`src/design/mfs_pkg.sv`:
```
package mfs_pkg;

    localparam int QUEUE_DEPTH  = 16;
    localparam int LEVELS       = 3;
    localparam int BOTTOM_LEVEL = 2;

    localparam int PTR_W     = $clog2(QUEUE_DEPTH);
    localparam int CNT_W     = $clog2(QUEUE_DEPTH + 1);
    localparam int MEM_DEPTH = LEVELS * QUEUE_DEPTH;
    localparam int ADDR_W    = $clog2(MEM_DEPTH);
    localparam int LVL_W     = 2;
    localparam int ID_W      = 8;
    localparam int WORK_W    = 16;
    localparam int SLICE_W   = 8;
    localparam int ENTRY_W   = ID_W + WORK_W;

    // Input item kinds.
    localparam logic ACT_TICK = 1'b1;

    // Configuration register indexes.
    localparam logic [1:0] REG_TOP_SLICE    = 2'd0;
    localparam logic [1:0] REG_MIDDLE_SLICE = 2'd1;
    localparam logic [1:0] REG_BOTTOM_SLICE = 2'd2;

    typedef enum logic [4:0] {
        ST_IDLE   = 5'b00001,
        ST_DECIDE = 5'b00010,
        ST_LOAD   = 5'b00100,
        ST_RUN    = 5'b01000,
        ST_OUT    = 5'b10000
    } state_t;

    typedef struct packed {
        logic capture;
        logic arrive;
        logic fetch;
        logic load;
        logic run;
        logic idle_tick;
    } cmd_t;

    typedef struct packed {
        logic             is_tick;
        logic             slice_active;
        logic             any_ready;
        logic [CNT_W-1:0] held;
    } status_t;

    function automatic logic [PTR_W-1:0] next_slot(input logic [PTR_W-1:0] p);
        return (p == PTR_W'(QUEUE_DEPTH - 1)) ? '0 : p + 1'b1;
    endfunction

    function automatic logic [ADDR_W-1:0] mem_addr(input logic [LVL_W-1:0] lv,
                                                   input logic [PTR_W-1:0] ptr);
        return ADDR_W'(int'(lv) * QUEUE_DEPTH + int'(ptr));
    endfunction

endpackage

```
`src/design/mfs_ctrl.sv`:
```
module mfs_ctrl (
    input  logic              aclk,
    input  logic              aresetn,
    input  logic              s_tvalid,
    output logic              s_tready,
    output logic              m_tvalid,
    input  logic              m_tready,
    input  mfs_pkg::status_t  status,
    output mfs_pkg::cmd_t     cmd
);

    mfs_pkg::state_t state_reg, state_next;

    always_ff @(posedge aclk) begin
        if (!aresetn) begin
            state_reg <= mfs_pkg::ST_IDLE;
        end else begin
            state_reg <= state_next;
        end
    end

    always_comb begin
        state_next = state_reg;
        cmd        = '0;
        s_tready   = 1'b0;
        m_tvalid   = 1'b0;
        unique case (state_reg)
            mfs_pkg::ST_IDLE: begin
                s_tready = 1'b1;
                if (s_tvalid) begin
                    cmd.capture = 1'b1;
                    state_next  = mfs_pkg::ST_DECIDE;
                end
            end
            mfs_pkg::ST_DECIDE: begin
                if (!status.is_tick) begin
                    cmd.arrive = 1'b1;
                    state_next = mfs_pkg::ST_OUT;
                end else if (status.slice_active) begin
                    state_next = mfs_pkg::ST_RUN;
                end else if (status.any_ready) begin
                    // The head entry is read here and lands in the read register.
                    cmd.fetch  = 1'b1;
                    state_next = mfs_pkg::ST_LOAD;
                end else begin
                    cmd.idle_tick = 1'b1;
                    state_next    = mfs_pkg::ST_OUT;
                end
            end
            mfs_pkg::ST_LOAD: begin
                cmd.load   = 1'b1;
                state_next = mfs_pkg::ST_RUN;
            end
            mfs_pkg::ST_RUN: begin
                cmd.run    = 1'b1;
                state_next = mfs_pkg::ST_OUT;
            end
            mfs_pkg::ST_OUT: begin
                m_tvalid = 1'b1;
                if (m_tready) begin
                    state_next = mfs_pkg::ST_IDLE;
                end
            end
            default: begin
                state_next = mfs_pkg::ST_IDLE;
            end
        endcase
    end

endmodule

```
`src/design/mfs_dpath.sv`:
```
module mfs_dpath (
    input  logic                                aclk,
    input  logic                                aresetn,
    input  mfs_pkg::cmd_t                       cmd,
    input  logic                                in_action,
    input  logic [mfs_pkg::ID_W-1:0]            in_task_id,
    input  logic [mfs_pkg::WORK_W-1:0]          in_work_needed,
    input  logic [mfs_pkg::SLICE_W-1:0]         top_slice,
    input  logic [mfs_pkg::SLICE_W-1:0]         middle_slice,
    input  logic [mfs_pkg::SLICE_W-1:0]         bottom_slice,
    output mfs_pkg::status_t                    status,
    output logic                                ran,
    output logic [mfs_pkg::ID_W-1:0]            ran_task,
    output logic [mfs_pkg::LVL_W-1:0]           ran_level,
    output logic                                completed,
    output logic                                refused
);

    // Captured input item.
    logic                           action_reg;
    logic [mfs_pkg::ID_W-1:0]       id_reg;
    logic [mfs_pkg::WORK_W-1:0]     work_reg;

    // Queue bookkeeping.
    logic [mfs_pkg::PTR_W-1:0]      head_reg  [mfs_pkg::LEVELS];
    logic [mfs_pkg::PTR_W-1:0]      tail_reg  [mfs_pkg::LEVELS];
    logic [mfs_pkg::CNT_W-1:0]      count_reg [mfs_pkg::LEVELS];
    logic [mfs_pkg::CNT_W-1:0]      held_reg;

    // Running task.
    logic                           slice_active_reg;
    logic [mfs_pkg::ID_W-1:0]       run_id_reg;
    logic [mfs_pkg::WORK_W-1:0]     run_left_reg;
    logic [mfs_pkg::LVL_W-1:0]      run_level_reg;
    logic [mfs_pkg::SLICE_W-1:0]    slice_left_reg;

    // Result register.
    logic                           res_ran_reg;
    logic [mfs_pkg::ID_W-1:0]       res_id_reg;
    logic [mfs_pkg::LVL_W-1:0]      res_level_reg;
    logic                           res_done_reg;
    logic                           res_refused_reg;

    // Entry store: all levels share one memory, each level owning a ring.
    logic [mfs_pkg::ENTRY_W-1:0]    mem [mfs_pkg::MEM_DEPTH];
    logic [mfs_pkg::ENTRY_W-1:0]    rd_data_reg;

    logic [mfs_pkg::LVL_W-1:0]      pick_lvl;
    logic                           any_ready;
    logic                           full;
    logic [mfs_pkg::WORK_W-1:0]     arr_work;
    logic [mfs_pkg::WORK_W-1:0]     left_dec;
    logic [mfs_pkg::SLICE_W-1:0]    slice_dec;
    logic [mfs_pkg::LVL_W-1:0]      dst_lvl;
    logic                           push_req;
    logic                           push_en;
    logic                           push_dem;
    logic [mfs_pkg::LVL_W-1:0]      push_lvl;
    logic [mfs_pkg::ENTRY_W-1:0]    push_data;
    logic [mfs_pkg::SLICE_W-1:0]    pick_slice;
    logic                           done_now;

    // The lowest-numbered (top) nonempty level wins.
    always_comb begin
        any_ready = 1'b0;
        pick_lvl  = '0;
        for (int l = mfs_pkg::LEVELS - 1; l >= 0; l--) begin
            if (count_reg[l] != '0) begin
                any_ready = 1'b1;
                pick_lvl  = mfs_pkg::LVL_W'(l);
            end
        end
    end

    always_comb begin
        unique case (pick_lvl)
            2'd0:    pick_slice = top_slice;
            2'd1:    pick_slice = middle_slice;
            default: pick_slice = bottom_slice;
        endcase
        if (pick_slice == '0) begin
            pick_slice = mfs_pkg::SLICE_W'(1);
        end
    end

    assign full     = (held_reg >= mfs_pkg::CNT_W'(mfs_pkg::QUEUE_DEPTH));
    assign arr_work = (work_reg == '0) ? mfs_pkg::WORK_W'(1) : work_reg;
    assign left_dec = (run_left_reg != '0) ? run_left_reg - 1'b1 : run_left_reg;
    assign slice_dec = (slice_left_reg != '0) ? slice_left_reg - 1'b1 : slice_left_reg;
    assign done_now = (left_dec == '0);
    assign dst_lvl  = (run_level_reg == mfs_pkg::LVL_W'(mfs_pkg::BOTTOM_LEVEL)) ?
                      run_level_reg : run_level_reg + 1'b1;

    assign push_dem  = cmd.run && !done_now && (slice_dec == '0);
    assign push_req  = push_dem || (cmd.arrive && !full);
    assign push_lvl  = push_dem ? dst_lvl : '0;
    assign push_data = push_dem ? {left_dec, run_id_reg} : {arr_work, id_reg};
    assign push_en   = push_req && (count_reg[push_lvl] != mfs_pkg::CNT_W'(mfs_pkg::QUEUE_DEPTH));

    always_ff @(posedge aclk) begin
        if (push_en) begin
            mem[mfs_pkg::mem_addr(push_lvl, tail_reg[push_lvl])] <= push_data;
        end
        if (cmd.fetch) begin
            rd_data_reg <= mem[mfs_pkg::mem_addr(pick_lvl, head_reg[pick_lvl])];
        end
    end

    always_ff @(posedge aclk) begin
        if (cmd.capture) begin
            action_reg <= in_action;
            id_reg     <= in_task_id;
            work_reg   <= in_work_needed;
        end
    end

    always_ff @(posedge aclk) begin
        if (!aresetn) begin
            for (int l = 0; l < mfs_pkg::LEVELS; l++) begin
                head_reg[l]  <= '0;
                tail_reg[l]  <= '0;
                count_reg[l] <= '0;
            end
        end else begin
            for (int l = 0; l < mfs_pkg::LEVELS; l++) begin
                if (push_en && push_lvl == mfs_pkg::LVL_W'(l)) begin
                    tail_reg[l]  <= mfs_pkg::next_slot(tail_reg[l]);
                    count_reg[l] <= count_reg[l] + 1'b1;
                end
                if (cmd.fetch && pick_lvl == mfs_pkg::LVL_W'(l)) begin
                    head_reg[l]  <= mfs_pkg::next_slot(head_reg[l]);
                    count_reg[l] <= count_reg[l] - 1'b1;
                end
            end
        end
    end

    always_ff @(posedge aclk) begin
        if (!aresetn) begin
            held_reg         <= '0;
            slice_active_reg <= 1'b0;
            run_id_reg       <= '0;
            run_left_reg     <= '0;
            run_level_reg    <= '0;
            slice_left_reg   <= '0;
        end else begin
            if (cmd.arrive && !full) begin
                held_reg <= held_reg + 1'b1;
            end
            if (cmd.fetch) begin
                run_level_reg    <= pick_lvl;
                slice_left_reg   <= pick_slice;
                slice_active_reg <= 1'b1;
            end
            if (cmd.load) begin
                run_id_reg   <= rd_data_reg[mfs_pkg::ID_W-1:0];
                run_left_reg <= rd_data_reg[mfs_pkg::ENTRY_W-1:mfs_pkg::ID_W];
            end
            if (cmd.run) begin
                run_left_reg   <= left_dec;
                slice_left_reg <= slice_dec;
                if (done_now) begin
                    slice_active_reg <= 1'b0;
                    if (held_reg != '0) begin
                        held_reg <= held_reg - 1'b1;
                    end
                end else if (slice_dec == '0) begin
                    slice_active_reg <= 1'b0;
                end
            end
        end
    end

    always_ff @(posedge aclk) begin
        if (cmd.arrive || cmd.idle_tick) begin
            res_ran_reg     <= 1'b0;
            res_id_reg      <= '0;
            res_level_reg   <= '0;
            res_done_reg    <= 1'b0;
            res_refused_reg <= cmd.arrive && full;
        end else if (cmd.run) begin
            res_ran_reg     <= 1'b1;
            res_id_reg      <= run_id_reg;
            res_level_reg   <= run_level_reg;
            res_done_reg    <= done_now;
            res_refused_reg <= 1'b0;
        end
    end

    assign status.is_tick      = (action_reg == mfs_pkg::ACT_TICK);
    assign status.slice_active = slice_active_reg;
    assign status.any_ready    = any_ready;
    assign status.held         = held_reg;

    assign ran       = res_ran_reg;
    assign ran_task  = res_id_reg;
    assign ran_level = res_level_reg;
    assign completed = res_done_reg;
    assign refused   = res_refused_reg;

endmodule

```
`src/design/multilevel_feedback_scheduler.sv`:
```
// Three-level feedback queue scheduler. Each input item is either a task arrival or one
// time tick, and each item yields exactly one result item. Items are handled one at a
// time. An arrival, or a tick that finds nothing to run, passes through DECIDE to OUT,
// where its result is offered. A tick that continues a running slice goes DECIDE, RUN, OUT.
// A tick that starts a new slice goes DECIDE, LOAD, RUN, OUT, because the head entry must
// first be read from the queue memory into the read register and loaded into the
// running-task registers. The next item can be accepted in the cycle after the result is
// taken. The user must write slice lengths through the APB port only while no item is in
// flight; the block itself does not enforce this. A slice of zero acts as one.
module multilevel_feedback_scheduler (
    input  logic        aclk,
    input  logic        aresetn,
    input  logic        s_tvalid,
    output logic        s_tready,
    input  logic [23:0] s_tdata,   // task_id[7:0], work_needed[23:8]
    input  logic [0:0]  s_tuser,   // action[0]
    output logic        m_tvalid,
    input  logic        m_tready,
    output logic [15:0] m_tdata,   // ran_task[7:0], ran_level[9:8], zero[15:10]
    output logic [2:0]  m_tuser,   // ran[0], completed[1], refused[2]
    input  logic        psel,
    input  logic        penable,
    input  logic        pwrite,
    input  logic [3:0]  paddr,
    input  logic [31:0] pwdata,
    output logic [31:0] prdata,
    output logic        pready
);

    logic [mfs_pkg::SLICE_W-1:0] top_slice_reg;
    logic [mfs_pkg::SLICE_W-1:0] middle_slice_reg;
    logic [mfs_pkg::SLICE_W-1:0] bottom_slice_reg;
    logic [1:0]                  reg_index;
    logic                        cfg_write;

    mfs_pkg::cmd_t               cmd;
    mfs_pkg::status_t            status;

    logic                        ran;
    logic [mfs_pkg::ID_W-1:0]    ran_task;
    logic [mfs_pkg::LVL_W-1:0]   ran_level;
    logic                        completed;
    logic                        refused;

    assign pready    = 1'b1;
    assign reg_index = paddr[3:2];
    assign cfg_write = psel && penable && pwrite && pready;

    always_ff @(posedge aclk) begin
        if (!aresetn) begin
            top_slice_reg    <= mfs_pkg::SLICE_W'(1);
            middle_slice_reg <= mfs_pkg::SLICE_W'(2);
            bottom_slice_reg <= mfs_pkg::SLICE_W'(4);
        end else if (cfg_write) begin
            unique case (reg_index)
                mfs_pkg::REG_TOP_SLICE:    top_slice_reg    <= pwdata[7:0];
                mfs_pkg::REG_MIDDLE_SLICE: middle_slice_reg <= pwdata[7:0];
                mfs_pkg::REG_BOTTOM_SLICE: bottom_slice_reg <= pwdata[7:0];
                default: ;
            endcase
        end
    end

    always_comb begin
        unique case (reg_index)
            mfs_pkg::REG_TOP_SLICE:    prdata = {24'd0, top_slice_reg};
            mfs_pkg::REG_MIDDLE_SLICE: prdata = {24'd0, middle_slice_reg};
            mfs_pkg::REG_BOTTOM_SLICE: prdata = {24'd0, bottom_slice_reg};
            default:                   prdata = 32'd0;
        endcase
    end

    mfs_ctrl u_ctrl (
        .aclk     (aclk),
        .aresetn  (aresetn),
        .s_tvalid (s_tvalid),
        .s_tready (s_tready),
        .m_tvalid (m_tvalid),
        .m_tready (m_tready),
        .status   (status),
        .cmd      (cmd)
    );

    mfs_dpath u_dpath (
        .aclk           (aclk),
        .aresetn        (aresetn),
        .cmd            (cmd),
        .in_action      (s_tuser[0]),
        .in_task_id     (s_tdata[7:0]),
        .in_work_needed (s_tdata[23:8]),
        .top_slice      (top_slice_reg),
        .middle_slice   (middle_slice_reg),
        .bottom_slice   (bottom_slice_reg),
        .status         (status),
        .ran            (ran),
        .ran_task       (ran_task),
        .ran_level      (ran_level),
        .completed      (completed),
        .refused        (refused)
    );

    assign m_tdata = {6'd0, ran_level, ran_task};
    assign m_tuser = {refused, completed, ran};

    // One item at a time: never accepting while a result is pending.
    a_one_in_flight: assert property (@(posedge aclk) disable iff (!aresetn)
        !(s_tready && m_tvalid))
        else $error("input accepted while a result is pending");

    a_done_implies_ran: assert property (@(posedge aclk) disable iff (!aresetn)
        (m_tvalid && m_tuser[1]) |-> m_tuser[0])
        else $error("completion reported without a running task");

    a_idle_fields_zero: assert property (@(posedge aclk) disable iff (!aresetn)
        (m_tvalid && !m_tuser[0]) |-> (m_tdata[9:0] == 10'd0))
        else $error("task fields nonzero when nothing ran");

    a_held_bound: assert property (@(posedge aclk) disable iff (!aresetn)
        status.held <= mfs_pkg::CNT_W'(mfs_pkg::QUEUE_DEPTH))
        else $error("held task count exceeds queue depth");

endmodule
```
`config.mk`:
```
export PLATFORM = sky130hd
export DESIGN_NAME = multilevel_feedback_scheduler
export DESIGN_NICKNAME = d
export VERILOG_FILES = /design/src/design/mfs_pkg.sv /design/src/design/mfs_ctrl.sv /design/src/design/mfs_dpath.sv /design/src/design/multilevel_feedback_scheduler.sv
export SDC_FILE = /design/constraint.sdc
export NUM_CORES = 2
export LEC_CHECK = 0
export ABC_AREA = 1
export BUFFER_PORTS_ARGS = -buffer_cell sky130_fd_sc_hd__buf_2
export CORE_MARGIN = 4
export CORE_UTILIZATION = 40
export DETAILED_ROUTE_END_ITERATION = 10
export GPL_TIMING_DRIVEN = 0
export HOLD_SLACK_MARGIN = 0.15
export PLACE_DENSITY = 0.63
export SYNTH_ARGS = -nofsm -noshare
export SYNTH_HDL_FRONTEND = slang
export SYNTH_SLANG_ARGS = --single-unit
```
`constraint.sdc`:
```
create_clock -name aclk -period 6.9 [get_ports aclk]
set_clock_uncertainty 0.2 [all_clocks]
set_input_delay 1.725 -clock aclk [delete_from_list [all_inputs] [get_ports aclk]]
set_output_delay 1.725 -clock aclk [all_outputs]
set_load 0.05 [all_outputs]
```
==> metrics.md <==
| Metric | Value |
|---|---|
| Area Growth Syn to Fin | 17.29% |
| Final Non-Filler Cells | a little under 7000 |
| Layout Nets | just over 5000 |
| Post-route ant nets | 0 |
| Fin Hold WS | 0.2636 ns |
| Clock power frac | 41.6% |
| Sequential power share | between 40% and 50% |
| Most frequent cells in the layout | edfxtp_1 (1241), nor2_1 (1050), o21ai_0 (604) |
| Ys async rst share | 0% |
| # Post-CTS Setup Buffers | 0 |
| Fin. Hold Viols | 0 |
| VDD IR max | approximately 0.18 mV |
| Most common cell after layout, fill and taps aside | edfxtp_1 |
| Max-slew violation count | 0 |
| DIE AREA | around 0.14 sq mm |
| Fillers | ~12000 |
| Seq. cell area | approximately 0.039 sq mm |
| Clock sinks | around 1300 |
| DR pass1 iterations | 6 |
| Synth Instances | between 4000 and 5000 |
| Predominant post-synthesis flop cell | edfxtp_1 |
| WP data arrival | between 5 and 6 ns |
| Top-area cell type share of the netlist area | slightly below 70% |
| Synth Cell Area | roughly 0.055 sq mm |
| Largest net degree at the start of global routing | 37 |
| DRT Wirelength | 185300 microns |
| Clock root buffer | clkbuf_16 |
| Mean post-synth cell area | approximately 12 sq um |
| DP Area | 0.05997 sq mm |
| Vias in the first global route | between 30000 and 40000 |
| Max Fclk | 0.1957 GHz |
| CP Max Fanout | 24 |
| Run status | finished clean |
| FP Rows | between 100 and 150 |
| Int Power | 13.71 mW |
| Post-synthesis cell type count | 55 |
| Syn. warnings | 0 |
| Tightest Hold Check Type | reg -> reg |
| Sum Neg Setup Slack | 0 ns |
| Iter 0 DRT Violations | approximately 5500 |
| Vias per cell | roughly 5.8 |
| CTS HTree Levels | 4 |
| CTS tree | done |
| Register area share after synthesis | between 70% and 80% |
| Clk buf depth | 3 |
| Overflow after GRT | 0 |
| Reg clk slew, reported paths | ~0.06 ns |
| Multi-input logic area | about 0.015 sq mm |
| Pleak | around 22 nW |
| Max Cap Viol | 0 |
| # setup viols final | 0 |
| Final Cell Area | approximately 0.065 sq mm |
| Post-CTS sizing | 0 |
| DR WL met3 | between 20000 and 25000 microns |
| Met1 wire length | 70870 microns |
| EDFF count, synth | approximately 1200 |
| Synth Register Bits | approximately 1300 |
| DP Cell Count | 6653 |
| Gate power share | 9.8% |
| Initial antenna violation count | 6 |
| Routed vias | 39720 |
| Die Y | 378.9 microns |
| RSZ-0062 raised after global routing | no |
| Pwr Density | between 200 and 300 mW/mm^2 |
| Startpoint types | flop |
| Tot GR Track Use | 25.35% |
| Initial Utilization | 40.42% |
| Clk Latency, worst-skew pair | slightly below 0.8 ns |
| Critical Path Sink Type | flop |
| Yosys top cell by area | edfxtp_1 |
| Met2 wire len | a little over 80000 microns |
| Hold Buf Count CTS | 0 |
| Final Util | around 47% |
| CORE AREA | about 0.14 sq mm |
| Wire length per cell | 26.86 microns |
| First-pass GRT wire length | around 260000 microns |
| I/O Pins | ~120 |
| Residual DRC count | 0 |
| Ratio of cells with drive above 1 in the final layout | 12.14% |
| Sw frac | roughly a quarter |
| Psw | 4.582 mW |
| Required time worst endpoint | around 7 ns |
| Fin crit share | 74.07% |
| RePlAce Congestion | around 0.97 |
| Buffers on Ports | 63 |
| Area contributors post-synth | edfxtp_1 (68%), nor2_1 (7.4%), o21ai_0 (5.7%) |
| Max FFs per register | approximately 1200 |
| Die Width | around 380 microns |
| Top Metal Used | met5 |
| Slew HR | roughly 12% |
| Hpwl dp | 129700 microns |
| Slew @ Worst Pin | 1.319 ns |
| Kind of critical path | reg -> reg |
| Num CTS Buffers | around 140 |
| Tmin final | between 5 and 6 ns |
worst max-delay path, cell delays in order, from the launching register on:
cell and delay [ns]:
dfxtp_1 0.35, inv_1 0.15, ha_1 0.26, nand2_1 0.16
nor2_1 0.19, nand2_1 0.08, nand2_1 0.05, nand2_1 0.10
nand2_2 0.13, nand3_1 0.09, nor2_1 0.28, nand2_2 0.20
nand4_2 0.13, inv_2 0.08, nand2_1 0.08, buf_2 0.42
nand4_2 0.69, nor2_4 1.02
cell families after synthesis:
logic type | synth area share, %
other | 0.01365
and+or+nand+nor | 14.80
AOI/OAI and AO/OA | 9.941
adders and majority gates | 0.5502
xor gates and xnor gates | 0.4775
DFF | 70.67
buffers and inverters | 3.549
worst paths after layout:
path | start | endpoint | cells after the start | slack, ns
max reg2reg | u_dpath.run_left_reg[1] | u_dpath.mem[7][2] | 17 | 1.79
max | u_dpath.run_left_reg[1] | u_dpath.mem[7][2] | 17 | 1.79
min | u_dpath.ran_task[5] | u_dpath.ran_task[5] | 2 | 0.26
min reg2reg | u_dpath.ran_task[5] | u_dpath.ran_task[5] | 2 | 0.26
routing by layer:
metal  GRT usage [%]  vias to the layer above
met3           5.669                      417
met5               0                        -
met4           12.65                        2
li1                -                    17380
met2           38.82                     2434
met1           34.11                    19490
power groups by stage:
| stage | Sequential, mW | Combinational (mW) | Clock [mW] |
|---|---|---|---|
| after floorplan | 9.07 | 0.878 | 0 |
| after global placement | 9.12 | 1.59 | 0 |
| after detailed placement | 9.05 | 1.73 | 0 |
| after CTS | 8.88 | 1.73 | 7.65 |
| after global routing | 8.88 | 1.87 | 7.98 |
| final | 8.89 | 1.79 | 7.62 |
per-stage QoR:
step	setup WS, ns	power, mW
floorplan	2.031	9.944
global placement	-3.455	10.72
detailed placement	1.782	10.78
CTS	1.833	18.27
global route	1.510	18.74
finish	1.789	18.29
area by class of cell:
cell class / count / share of cell area, %
Clock inverter: 66 / 1.245
Antenna cell: 2 / 0.007754
Multi-Input combinational cell: 2969 / 23.07
Inverter: 135 / 0.7929
Buffer: 309 / 2.233
Timing Repair Buffer: 137 / 3.125
Clock buffer: 179 / 5.820
Sequential cell: 1322 / 60.25
Tap cell: 1781 / 3.453
Yosys cell counts, types with 3 or more instances:
master / instances
inv_1: 111
or2_2: 6
o211ai_1: 217
xor2_1: 20
a21oi_1: 43
dfxtp_1: 81
o21ai_1: 21
buf_2: 81
ha_1: 21
o21ai_0: 626
nor2_2: 26
xnor2_1: 10
nand3b_1: 6
buf_4: 44
nor2_4: 6
nand3_1: 313
a22oi_1: 4
a31oi_1: 20
nor3_1: 8
nand4_2: 5
inv_2: 20
o21a_1: 3
o31ai_1: 3
clkbuf_1: 173
nor4_1: 7
nand3_2: 11
o22ai_1: 7
nand2_2: 19
nand4_1: 8
buf_1: 9
nand2_4: 11
o221ai_1: 6
nand2_1: 405
edfxtp_1: 1241
nor2_1: 1083
(Power assumes the default switching activity.)
